## src/rtl/egcd_pkg.sv

```systemverilog
// Package for the extended gcd core: data and coefficient widths,
// counter width and the sequencer state type.
// No dependencies.
package egcd_pkg;

    localparam int DATA_WIDTH = 31;
    localparam int COEF_WIDTH = DATA_WIDTH + 1;
    // Shift count reaches DATA_WIDTH-1 at most
    localparam int CNT_WIDTH  = $clog2(DATA_WIDTH);

    typedef enum logic [4:0] {
        ST_IDLE   = 5'b00001,
        ST_ALIGN  = 5'b00010,
        ST_DIVIDE = 5'b00100,
        ST_UPDATE = 5'b01000,
        ST_FINISH = 5'b10000
    } t_state;

endpackage

```

## src/rtl/extended_gcd_core.sv

```systemverilog
// Extended Euclidean gcd core: gcd and Bezout coefficients of two operands.
// Depends on egcd_pkg for widths and the sequencer state type.
//
//  channel  | handshake            | payload
//  ---------+----------------------+------------------------------------------
//  command  | i_start / o_busy     | i_operand_a, i_operand_b
//  result   | o_done (one cycle)   | o_gcd_value, o_coef_a, o_coef_b
//
// A command transfers when i_start is high and o_busy is low. Each Euclid
// step runs one shared shift-subtract divider: it aligns the divisor (k
// shifts and one compare that stops), then makes k+1 quotient bits
// (k = floor of log2 of the quotient), then updates the coefficients.
// An operand of zero goes straight to the result; for 31-bit operands
// neighbouring Fibonacci numbers give the longest runs. The core is
// ready again in the cycle after the result strobe.
// Synchronous active-low reset returns the sequencer to idle. The result
// is shown for one cycle and cannot be stalled by the receiver.
module extended_gcd_core
    import egcd_pkg::*;
(
    input  logic                         i_clk,
    input  logic                         i_rst_n,
    input  logic                         i_start,
    input  logic [DATA_WIDTH-1:0]        i_operand_a,
    input  logic [DATA_WIDTH-1:0]        i_operand_b,
    output logic                         o_busy,
    output logic                         o_done,
    output logic [DATA_WIDTH-1:0]        o_gcd_value,
    output logic signed [COEF_WIDTH-1:0] o_coef_a,
    output logic signed [COEF_WIDTH-1:0] o_coef_b
);

    t_state                r_state, n_state;
    logic [DATA_WIDTH-1:0] r_big, n_big;
    logic [DATA_WIDTH-1:0] r_small, n_small;
    logic [DATA_WIDTH-1:0] r_div, n_div;
    logic [DATA_WIDTH-1:0] r_rem, n_rem;
    logic [CNT_WIDTH-1:0]  r_cnt, n_cnt;
    logic [COEF_WIDTH-1:0] r_qs, n_qs;
    logic [COEF_WIDTH-1:0] r_qt, n_qt;
    logic [COEF_WIDTH-1:0] r_s_cur, n_s_cur;
    logic [COEF_WIDTH-1:0] r_s_prev, n_s_prev;
    logic [COEF_WIDTH-1:0] r_t_cur, n_t_cur;
    logic [COEF_WIDTH-1:0] r_t_prev, n_t_prev;
    logic                  r_exch, n_exch;

    logic                  accept;
    logic                  a_gt_b;
    logic [DATA_WIDTH:0]   div_x2;
    logic                  can_shift;
    logic                  qbit;

    assign accept    = i_start && !o_busy;
    assign a_gt_b    = i_operand_a > i_operand_b;
    assign div_x2    = {r_div, 1'b0};
    assign can_shift = div_x2 <= {1'b0, r_rem};
    assign qbit      = r_rem >= r_div;

    // Sequencer and shared divider datapath
    always_comb begin
        n_state  = r_state;
        n_big    = r_big;
        n_small  = r_small;
        n_div    = r_div;
        n_rem    = r_rem;
        n_cnt    = r_cnt;
        n_qs     = r_qs;
        n_qt     = r_qt;
        n_s_cur  = r_s_cur;
        n_s_prev = r_s_prev;
        n_t_cur  = r_t_cur;
        n_t_prev = r_t_prev;
        n_exch   = r_exch;
        unique case (r_state)
            ST_IDLE: begin
                if (accept) begin
                    // Larger operand is the first remainder
                    n_big    = a_gt_b ? i_operand_a : i_operand_b;
                    n_small  = a_gt_b ? i_operand_b : i_operand_a;
                    n_exch   = !a_gt_b;
                    n_s_prev = COEF_WIDTH'(1);
                    n_s_cur  = '0;
                    n_t_prev = '0;
                    n_t_cur  = COEF_WIDTH'(1);
                    n_div    = n_small;
                    n_rem    = n_big;
                    n_cnt    = '0;
                    n_qs     = '0;
                    n_qt     = '0;
                    n_state  = (n_small == '0) ? ST_FINISH : ST_ALIGN;
                end
            end
            ST_ALIGN: begin
                // Shift the divisor up while it still fits under the remainder
                if (can_shift) begin
                    n_div = div_x2[DATA_WIDTH-1:0];
                    n_cnt = r_cnt + CNT_WIDTH'(1);
                end else begin
                    n_state = ST_DIVIDE;
                end
            end
            ST_DIVIDE: begin
                // One quotient bit; fold it into q*s and q*t at once
                if (qbit) begin
                    n_rem = r_rem - r_div;
                end
                n_qs = {r_qs[COEF_WIDTH-2:0], 1'b0} + (qbit ? r_s_cur : '0);
                n_qt = {r_qt[COEF_WIDTH-2:0], 1'b0} + (qbit ? r_t_cur : '0);
                if (r_cnt == '0) begin
                    n_state = ST_UPDATE;
                end else begin
                    n_div = r_div >> 1;
                    n_cnt = r_cnt - CNT_WIDTH'(1);
                end
            end
            ST_UPDATE: begin
                // Advance the remainder pair and both coefficient tracks
                n_big    = r_small;
                n_small  = r_rem;
                n_s_prev = r_s_cur;
                n_s_cur  = r_s_prev - r_qs;
                n_t_prev = r_t_cur;
                n_t_cur  = r_t_prev - r_qt;
                n_div    = r_rem;
                n_rem    = r_small;
                n_cnt    = '0;
                n_qs     = '0;
                n_qt     = '0;
                n_state  = (r_rem == '0) ? ST_FINISH : ST_ALIGN;
            end
            ST_FINISH: begin
                n_state = ST_IDLE;
            end
            default: begin
                n_state = ST_IDLE;
            end
        endcase
    end

    // Control state
    always_ff @(posedge i_clk) begin
        if (!i_rst_n) begin
            r_state <= ST_IDLE;
        end else begin
            r_state <= n_state;
        end
    end

    // Datapath registers
    always_ff @(posedge i_clk) begin
        r_big    <= n_big;
        r_small  <= n_small;
        r_div    <= n_div;
        r_rem    <= n_rem;
        r_cnt    <= n_cnt;
        r_qs     <= n_qs;
        r_qt     <= n_qt;
        r_s_cur  <= n_s_cur;
        r_s_prev <= n_s_prev;
        r_t_cur  <= n_t_cur;
        r_t_prev <= n_t_prev;
        r_exch   <= n_exch;
    end

    // Result: swap the coefficient tracks when a was not the larger operand
    assign o_busy      = r_state != ST_IDLE;
    assign o_done      = r_state == ST_FINISH;
    assign o_gcd_value = r_big;
    assign o_coef_a    = r_exch ? r_t_prev : r_s_prev;
    assign o_coef_b    = r_exch ? r_s_prev : r_t_prev;

    // Checks on the sequencer
    a_busy_after_start: assert property (@(posedge i_clk) disable iff (!i_rst_n)
        accept |=> o_busy)
        else $error("command transfer did not make the core busy");

    a_idle_after_done: assert property (@(posedge i_clk) disable iff (!i_rst_n)
        o_done |=> !o_busy && !o_done)
        else $error("result strobe not followed by idle");

    a_divide_bound: assert property (@(posedge i_clk) disable iff (!i_rst_n)
        (r_state == ST_DIVIDE) |-> ({1'b0, r_rem} < div_x2))
        else $error("partial remainder exceeds twice the divisor");

    a_done_zero_rem: assert property (@(posedge i_clk) disable iff (!i_rst_n)
        o_done |-> (r_small == '0))
        else $error("result given before the remainder reached zero");

endmodule

```

## config.mk

```make
export PLATFORM = sky130hd
export DESIGN_NAME = extended_gcd_core
export DESIGN_NICKNAME = d
export VERILOG_FILES = /design/src/rtl/egcd_pkg.sv /design/src/rtl/extended_gcd_core.sv
export SDC_FILE = /design/constraint.sdc
export NUM_CORES = 1
export LEC_CHECK = 0
export ABC_AREA = 1
export ABC_CLOCK_PERIOD_IN_PS = 10900
export BUFFER_PORTS_ARGS = -buffer_cell sky130_fd_sc_hd__buf_2
export CORE_UTILIZATION = 57
export CTS_CLUSTER_SIZE = 8
export DETAILED_ROUTE_END_ITERATION = 8
export GPL_TIMING_DRIVEN = 0
export MAX_ROUTING_LAYER = met4
export PLACE_DENSITY = 0.76
export SETUP_SLACK_MARGIN = 0.4
export SLEW_MARGIN = 20
export SYNTH_ARGS = -nofsm -noshare
export SYNTH_HDL_FRONTEND = slang
export SYNTH_SLANG_ARGS = --single-unit
```

## constraint.sdc

```tcl
create_clock -name i_clk -period 10.9 [get_ports i_clk]
set_input_delay 1.09 -clock i_clk [delete_from_list [all_inputs] [get_ports i_clk]]
set_output_delay 1.09 -clock i_clk [all_outputs]
set_load 0.02 [all_outputs]
```

## Word-level counts from Yosys, hierarchy flattened

Cells that the tools add are included.

| storage, ports and cells | value |
|---|---|
| flip-flop bits (word level) | 327 |
| input bits | 65 |
| output and inout port bits | 97 |
| word-level logic and storage cells | 83 |

| cells by class | value |
|---|---|
| $add $sub $neg | 7 |
| $lt $le $gt $ge | 3 |
| equality and inequality tests | 12 |
| mux-type cells | 33 |
| reductions and logical operators | 15 |

Operators with widths:

| cell | number |
|---|---|
| $pmux 32 s2 | 4 |
| $mux 31 | 7 |
| $mux 32 | 6 |
| $pmux 32 s3 | 2 |
| $pmux 31 s2 | 2 |
| $pmux 31 s4 | 1 |
| $pmux 31 s3 | 1 |
| $add 32x32->32 | 2 |
| $sub 32x32->32 | 2 |
| $logic_not 31->1 | 2 |
| $mux 5 | 8 |
| $pmux 5 s4 | 2 |
| $le 32x31->1 | 1 |
| $ge 31x31->1 | 1 |
| $gt 31x31->1 | 1 |
| $sub 31x31->31 | 1 |
| $ne 2x2->1 const B | 6 |
| $reduce_and 2->1 | 3 |
| $reduce_and 3->1 | 2 |
| $add 5x1->5 const B | 1 |
| $eq 5x1->1 const B | 1 |
| $eq 5x2->1 const B | 1 |
| $eq 5x3->1 const B | 1 |
| $eq 5x4->1 const B | 1 |
| other kinds (10) | 11 |

## Logic depth before layout (Yosys ltp)

Gate-level depths: netlist of the first run.

| depth | value |
|---|---|
| depth after elaboration | 6 |
| mapped depth | 31 |
| mapped depth without buffers | 29 |

## Worst setup path after synthesis of the first run

No wires, ideal clock.

| timing path | value |
|---|---|
| path kind | register to register |
| start point | register r_state[0] |
| end point | register r_big[0] (netlist: o_gcd_value[0]), enable pin |
| setup time | 0.802 ns |
| arrival time | 10.494 ns |
| required time | 10.098 ns |
| slack | -0.396 ns |
| stages on the path, launching flop included | 9 |
| buffers on the path | 3 |
| period minus slack after synthesis | 11.296 ns |
| cells stage by stage | dfxtp_1 nor2_1 nand2_1 nor3_1 clkbuf_1 inv_1 clkbuf_1 buf_1 a21oi_1 |

| between the ends | value |
|---|---|
| longest elaborated chain between the ends | 5 |
| elaborated cells on any way between the ends | 8 |
| those cells by class | eq/ne (4); reduce/logical (4) |

RTL lines:

| element | line | source |
|---|---|---|
| start, declared | extended_gcd_core.sv:33 | `t_state r_state, n_state;` |
| start signal, assigned | extended_gcd_core.sv:145 | `r_state <= n_state;` |
| $ne 5x1->1 | extended_gcd_core.sv:166 | `assign o_busy = r_state != ST_IDLE;` |
| $logic_not 1->1 | extended_gcd_core.sv:53 | `assign accept = i_start && !o_busy;` |
| $logic_and 1x1->1 | extended_gcd_core.sv:53 |  |
| $ne 2x2->1 (no line) | -- |  |
| $reduce_and 2->1 (no line) * | -- |  |
| end signal, assigned | extended_gcd_core.sv:151 | `r_big <= n_big;` |
| end, declared | extended_gcd_core.sv:34 | `logic [DATA_WIDTH-1:0] r_big, n_big;` |

Mark *: on every way between the ends. The rest lies on a longest branch, timed or not.
A chain may end at the register's enable or synchronous reset.

## Worst setup path in the final report of the first run

| timing path | value |
|---|---|
| start point | register r_div[15] |
| end point | register r_qt[31], data pin |

| between the ends | value |
|---|---|
| longest elaborated chain between the ends | 4 |

RTL lines:

| element | line | source |
|---|---|---|
| start, declared | extended_gcd_core.sv:36 | `logic [DATA_WIDTH-1:0] r_div, n_div;` |
| start signal, assigned | extended_gcd_core.sv:153 | `r_div <= n_div;` |
| $ge 31x31->1 | extended_gcd_core.sv:57 | `assign qbit = r_rem >= r_div;` |
| $mux 32 | extended_gcd_core.sv:108 | `n_qt = {r_qt[COEF_WIDTH-2:0], 1'b0} + (qbit ? r_t_cur : '0);` |
| $add 32x32->32 | extended_gcd_core.sv:108 |  |
| $pmux 32 s3 | extended_gcd_core.sv:74 | `unique case (r_state)` |
| end signal, assigned | extended_gcd_core.sv:157 | `r_qt <= n_qt;` |
| end, declared | extended_gcd_core.sv:40 | `logic [COEF_WIDTH-1:0] r_qt, n_qt;` |

No other way between the ends.

==> reports/metrics.csv, run 1 <==
metric;value;unit
p_leak;0.0134;uW
n_fill_cell;3665;
synth_cell_type_count;51;
slowest_stage;nor4_1;
row_count;76;
grt_pass1_wl;133000;um
gp_congestion;1.07;
cp.required;11.22;ns
cellPowerDensity;296;mW/mm^2
vias;24400;
first_global_vias;24000;
synthTopCellsByArea;edfxtp_1 39%, ha_1 11%, nand2_1 10%, inv_1 8.7%, a21oi_1 7.1%;
die_w;211;um
syn_area;0.0249;mm^2
cts_root_buf;clkbuf_16;
overflow;0;
totalWireLength;89300;um
cap_violations;0;
diodes;0;
clk_pin_slew;0.05;ns
min_period;6.80;ns
comb_power_share;55.3;%
critical_path_arrival;7.12;ns
async_flop_share;0;%
hold_buffers;0;
setup-violations-final;0;
area_growth;13.1;%
grt_usage;41.0;%
rsz0062_at_grt;no;
htree_num_levels;2;
regArea;0.00977;mm^2
clkLatencyLatePin;0.59;ns
antenna_found_initial;0;
critPathMaxFanout;10;
crit_top_cell;nand2_1;
avgSynthCellArea;7.65;um^2
worst_setup_path_end_kind;flop;
irDropWorstVdd;139;uV
vias_per_cell;5.99;
slew_viol_final;0;
yosys.area.top_type;edfxtp_1;
cts_tree;built;
clkSinkCount;327;
finClkSkew;0.0315;ns
clock_power_share;16.5;%
period_share;62.4;%
final_hold_viol_count;0;
port_buffers;161;
slew_headroom;20.6;%
p_sw;4100;uW
synth_edf_count;322;
whs;0.515;ns
fin_nets;3769;
ys.flop_type;edfxtp_1;
cts-resized-gates;0;
cts_max_path_buffers;3;
yosys_warnings;0;
die_area;0.0446;mm^2
start_util;57.9;%
critical-path-max-stage-delay;0.77;ns
p_sw_share;49.1;%
die_h;211;um
p_seq_share;28.1;%
max_slew.worst_pin.slew;1.19;ns
drt_pass1_iterations;6;
syn_inst;3256;
wire_per_inst;21.9;um
drc;0;
final_util;65.5;%
post_cts_buffers;0;
internal_power;4250;uW
outcome;finished clean;
synth_top_area_share;38.8;%
drive_above_1_share;8.27;%
io_pins;162;
path_class;reg -> reg;
synth_seq_area_share;39.2;%
reg2reg_slack;4.10;ns
drt_iter0_markers;2624;
antenna_left;0;
start_kind;flop;
cts_buffers;47;
grt_max_degree;25;
multi_input_area;0.0126;mm^2
coreArea;0.0431;mm^2
dp.final_hpwl;71100;um
synth-seq-cells;327;
hp-class;reg -> reg;
max_clock_freq;147;MHz
synth_nets;3544;
==> sequential cells by signal, summed over array words and instances, names as in the netlist <==
register,flops
r_s_cur,32
r_small,31
r_t_cur,32
r_state,5
o_gcd_value,31
r_qs,32
r_qt,32
r_t_prev,32
r_rem,31
r_exch,1
r_div,31
r_cnt,5
r_s_prev,32
==> metrics by stage <==
| step | setup WS, ns | cell area (um^2) | instances | power (uW) | setup TNS (ns) |
|---|---|---|---|---|---|
| floorplan | 3.36 | 24900 | 3256 | 5300 | 0 |
| global placement | -0.419 | 26500 | 4002 | 6660 | -76.92 |
| detailed placement | 4.25 | 26900 | 4017 | 6840 | 0 |
| CTS | 4.22 | 28200 | 4081 | 8230 | 0 |
| global route | 4.05 | 28200 | 4081 | 8880 | 0 |
| finish | 4.10 | 28200 | 4081 | 8350 | 0 |
==> power by group through the flow <==
stage	clock network, uW	registers, uW	logic [uW]
2_1_floorplan	0	2330	2980
3_3_place_gp	0	2460	4200
3_5_place_dp	0	2340	4490
4_1_cts	1380	2320	4530
5_1_grt	1420	2380	5080
6_report	1380	2350	4620
==> worst max-delay path, delay by kind of cell (launching register included) <==
kind	cells	cell delay [ns]
flops	1	0.45
fa+ha+maj	2	0.61
compound gates	5	1.60
buf+inv	5	1.10
simple gates	14	2.78
==> path summary, 6_finish.rpt <==
check                           startpoint     endpoint  cells past startpoint
worst max-delay path             r_div[15]     r_qt[31]                     26
worst min-delay path            r_s_cur[0]  r_s_prev[0]                      2
worst max register to register   r_div[15]     r_qt[31]                     26
worst min register to register  r_s_cur[0]  r_s_prev[0]                      2
==> Yosys cell counts, types with 4 or more instances <==
cell type	number
a21oi_1	354
dfxtp_1	5
o211ai_1	24
o21a_1	31
o21ai_0	255
o21ai_1	22
edfxtp_1	322
nand2_1	667
o2111ai_1	19
nand3_1	111
a21o_1	9
clkbuf_1	54
and3_1	4
buf_1	15
ha_1	217
xor2_1	9
or2_2	11
fa_1	6
nand3b_1	6
nand3_2	10
nor2_1	302
a21boi_0	15
nor3_1	35
nor4_1	17
o21ai_2	6
buf_2	11
o21bai_1	22
nand4_1	21
o221ai_1	11
a221oi_1	22
a31oi_1	24
inv_1	577
o31ai_1	7
nor3b_1	4
==> final cells by class <==
type	count	share of cell area, %
Timing Repair Buffer	176	4.30
Sequential cell	327	34.6
Inverter	580	7.72
Tap cell	585	2.60
Multi-Input combinational cell	2263	44.8
Clock inverter	4	0.209
Clock buffer	60	4.42
Buffer	86	1.35
==> kinds of logic after synthesis <==
logic type               synth area share, %
XOR/XNOR                               0.387
AO/OA/AOI/OAI                           18.9
adder cells (fa/ha/maj)                 11.4
AND/OR/NAND/NOR                         19.9
buffers and inverters                   10.3
flip-flops                              39.2
==> routing by layer <==
| metal | global-route usage (%) | part of all wire, % | vias up |
|---|---|---|---|
| met5 | - | 0 | - |
| met4 | 28.4 | 7.4 | 0 |
| met3 | 5.90 | 7.7 | 349 |
| met2 | 70.0 | 49 | 1387 |
| met1 | 44.1 | 36 | 11200 |
| li1 | - | - | 11500 |
==> cells in the final DEF (no fill, tap or decap), types with 14 or more instances in the layout <==
| cell | Yosys | routed |
|---|---|---|
| nand3_1 | 111 | 111 |
| nor4_1 | 17 | 17 |
| o21bai_1 | 22 | 22 |
| clkbuf_1 | 54 | 65 |
| nand4_1 | 21 | 21 |
| ha_1 | 217 | 217 |
| clkbuf_16 | 0 | 48 |
| edfxtp_1 | 322 | 322 |
| a221oi_1 | 22 | 22 |
| a31oi_1 | 24 | 24 |
| buf_1 | 15 | 15 |
| o21ai_1 | 22 | 22 |
| buf_16 | 0 | 14 |
| nor3_1 | 35 | 35 |
| o21a_1 | 31 | 30 |
| o2111ai_1 | 19 | 19 |
| nand2_1 | 667 | 667 |
| a21oi_1 | 354 | 352 |
| a21boi_0 | 15 | 15 |
| inv_1 | 577 | 576 |
| o211ai_1 | 24 | 24 |
| buf_2 | 11 | 172 |
| nor2_1 | 302 | 302 |
| o21ai_0 | 255 | 255 |
Note: power is estimated with default switching activity, not from simulation.
==> inputs of run 2 (changes only) <==
--- a/config.mk
+++ b/config.mk
@@ -5,10 +5,10 @@
 export SDC_FILE = /design/constraint.sdc
 export NUM_CORES = 1
 export LEC_CHECK = 0
-export ABC_AREA = 1
-export ABC_CLOCK_PERIOD_IN_PS = 10900
+export ABC_AREA = 0
+export ABC_CLOCK_PERIOD_IN_PS = 6300
 export BUFFER_PORTS_ARGS = -buffer_cell sky130_fd_sc_hd__buf_2
-export CORE_UTILIZATION = 57
+export CORE_UTILIZATION = 60
 export CTS_CLUSTER_SIZE = 8
 export DETAILED_ROUTE_END_ITERATION = 8
 export GPL_TIMING_DRIVEN = 0
==> constraint.sdc (replaced) <==
create_clock -name i_clk -period 6.3 [get_ports i_clk]
set_input_delay 0.63 -clock i_clk [delete_from_list [all_inputs] [get_ports i_clk]]
set_output_delay 0.63 -clock i_clk [all_outputs]
set_load 0.02 [all_outputs]
==> run 2 against run 1 <==
  * Register-to-register slack worse by 3.6 ns
  * Clock skew shrank 0.015 ns
  * Via count down 16%
  * Clock power increased by 70%
  * Maximum frequency increased by 17%
==> reports/metrics.csv, run 2 <==
metric;value;unit
vias_per_cell;6.36;
hold_buffers;0;
p_leak;0.0117;uW
period_share;91.9;%
synth_top_area_share;40.3;%
busiest_layer;met2;
outcome;finished clean;
first_global_vias;20500;
grt_pass1_wl;115000;um
diodes;0;
yosys_warnings;0;
start_util;61.5;%
htree_num_levels;2;
max_slew.worst_pin.slew;1.23;ns
synth_seq_area_share;40.7;%
final_cell_mix;322 x edfxtp_1, 246 x nor2_1, 208 x ha_1, 197 x a21oi_1, 190 x inv_1;
async_flop_share;0;%
tns;0;ns
grt_max_degree;46;
cellPowerDensity;484;mW/mm^2
coreArea;0.0390;mm^2
gr-usage-met3;4.31;%
cts_buffers;47;
hp-class;in -> reg;
synthTopCellsByArea;edfxtp_1 40%, ha_1 11%, a21oi_1 4.2%, nor2_1 3.9%, inv_1 3.0%;
row_count;72;
worst_slack;0.508;ns
start_kind;flop;
io_pins;162;
cts_max_path_buffers;3;
totalWireLength;75000;um
clkLatencyLatePin;0.58;ns
wire_per_inst;23.2;um
avgSynthCellArea;9.79;um^2
cts_root_buf;clkbuf_16;
slew_viol_final;0;
min_period;5.79;ns
vias;20500;
clk_pin_slew;0.05;ns
setup-violations-final;0;
antenna_found_initial;0;
finClkSkew;0.0166;ns
final_hold_viol_count;0;
synth-seq-cells;327;
gp_congestion;0.985;
syn_area;0.0240;mm^2
cp.required;6.58;ns
clkSinkCount;327;
final_common_cell;edfxtp_1;
grt_usage;37.8;%
ys.flop_type;edfxtp_1;
max_clock_freq;173;MHz
area_growth;14.3;%
use_met2;62.2;%
grt_use_met1;45.0;%
critPathMaxFanout;10;
drt_pass1_iterations;8;
overflow;0;
drc;0;
worst_setup_path_end_kind;flop;
port_buffers;161;
synth_edf_count;322;
synth.most_common_cell;edfxtp_1;
synthTopCellsByCount;322 x edfxtp_1, 247 x nor2_1, 217 x ha_1, 200 x a21oi_1, 190 x inv_1;
place_ws;-0.369;ns
yosys.area.top_type;edfxtp_1;
cap_violations;0;
drive_above_1_share;14.1;%
drt_iter0_markers;1815;
die_area;0.0408;mm^2
syn_inst;2451;
synth_cell_type_count;77;
irDropWorstVdd;308;uV
synth_nets;2739;
die_w;202;um
dp.final_hpwl;56300;um
antenna_left;0;
cts_tree;built;
rsz0062_at_grt;no;
path_class;reg -> reg;
critical_path_arrival;6.07;ns
n_fill_cell;3001;
fin_nets;2986;
die_h;202;um
slew_headroom;18.1;%
-- run 2: cell count changes after synthesis, moves of 83 or more --
cell	previous run	this run
a21o_1	9	92
a21oi_1	354	200
inv_1	577	190
nand2_1	667	100
o21ai_0	255	122
-- run 2: routing by layer --
layer / up-vias / wire length [um] / share of wire (%)
met5: - / 0 / 0
met4: 0 / 4550 / 6.1
met3: 219 / 5180 / 6.9
met2: 965 / 35900 / 48
met1: 9815 / 29300 / 39
li1: 9529 / - / -
-- run 2: what timing repair did --
action / 4_1_cts / 5_1_grt
setup buffers: 1 / 24
gates resized for setup: 12 / 27
endpoints found under the setup margin: 27 / 25
pin swaps: 1 / 4
-- run 2: per-stage QoR --
stage	power, uW	std cells	util (%)	hold WS, ns	area (um^2)
finish	13300	3228	70.3	0.327	27400
global route	14100	3228	70.3	0.324	27400
CTS	12900	3204	69.4	0.301	27100
detailed placement	10500	3142	66.0	0.526	25800
global placement	10200	3130	65.3	0.522	25500
floorplan	8580	2451	-	0.496	24000
-- run 2: kinds of logic after synthesis --
group                    after synthesis  synth area share (%)
adder cells (fa/ha/maj)              223                  11.8
flip-flops                           327                  40.7
AO/OA/AOI/OAI                        636                  17.2
multiplexers                         133                  5.87
XOR/XNOR                             129                  4.71
AND/OR/NAND/NOR                      718                  15.1
buffers and inverters                285                  4.53
-- run 2: path summary, 6_finish.rpt --
path / startpoint / endpoint / slack, ns / depth (start not counted)
max: r_rem[15] / r_qt[30] / 0.51 / 20
min: i_rst_n / r_state[1] / 0.33 / 2
max reg2reg: r_rem[15] / r_qt[30] / 0.51 / 20
min reg2reg: r_s_cur[0] / r_s_prev[0] / 0.54 / 1
-- run 2: final cells by class --
cell class                      count  area [um^2]  area share (%)
Sequential cell                   327         9770            35.6
Timing Repair Buffer              198         1260            4.59
Clock inverter                      1         5.00          0.0182
Buffer                             94          380            1.39
Clock buffer                       60         1290            4.70
Multi-Input combinational cell   1839        13400            48.7
Tap cell                          518          648            2.36
Inverter                          191          717            2.61
-- run 2: worst max-delay path, stage by stage (launching register included) --
cell	delay, ns
edfxtp_1	0.51
ha_4	0.37
nand2_1	0.12
or4_1	0.56
a311o_1	0.45
a211oi_2	0.28
nor3b_2	0.09
buf_4	0.17
buf_4	0.15
clkbuf_4	0.22
nor2b_4	0.17
ha_1	0.26
a21oi_2	0.22
o22ai_1	0.17
o221a_2	0.34
o221a_2	0.30
or4b_1	0.53
a21oi_2	0.22
o41ai_1	0.12
xnor2_1	0.16
nor2_1	0.08
-- run 2: power by group --
group | switching (uW) | internal [uW]
Sequential | 518 | 3200
Combinational | 4290 | 2920
Clock | 937 | 1400
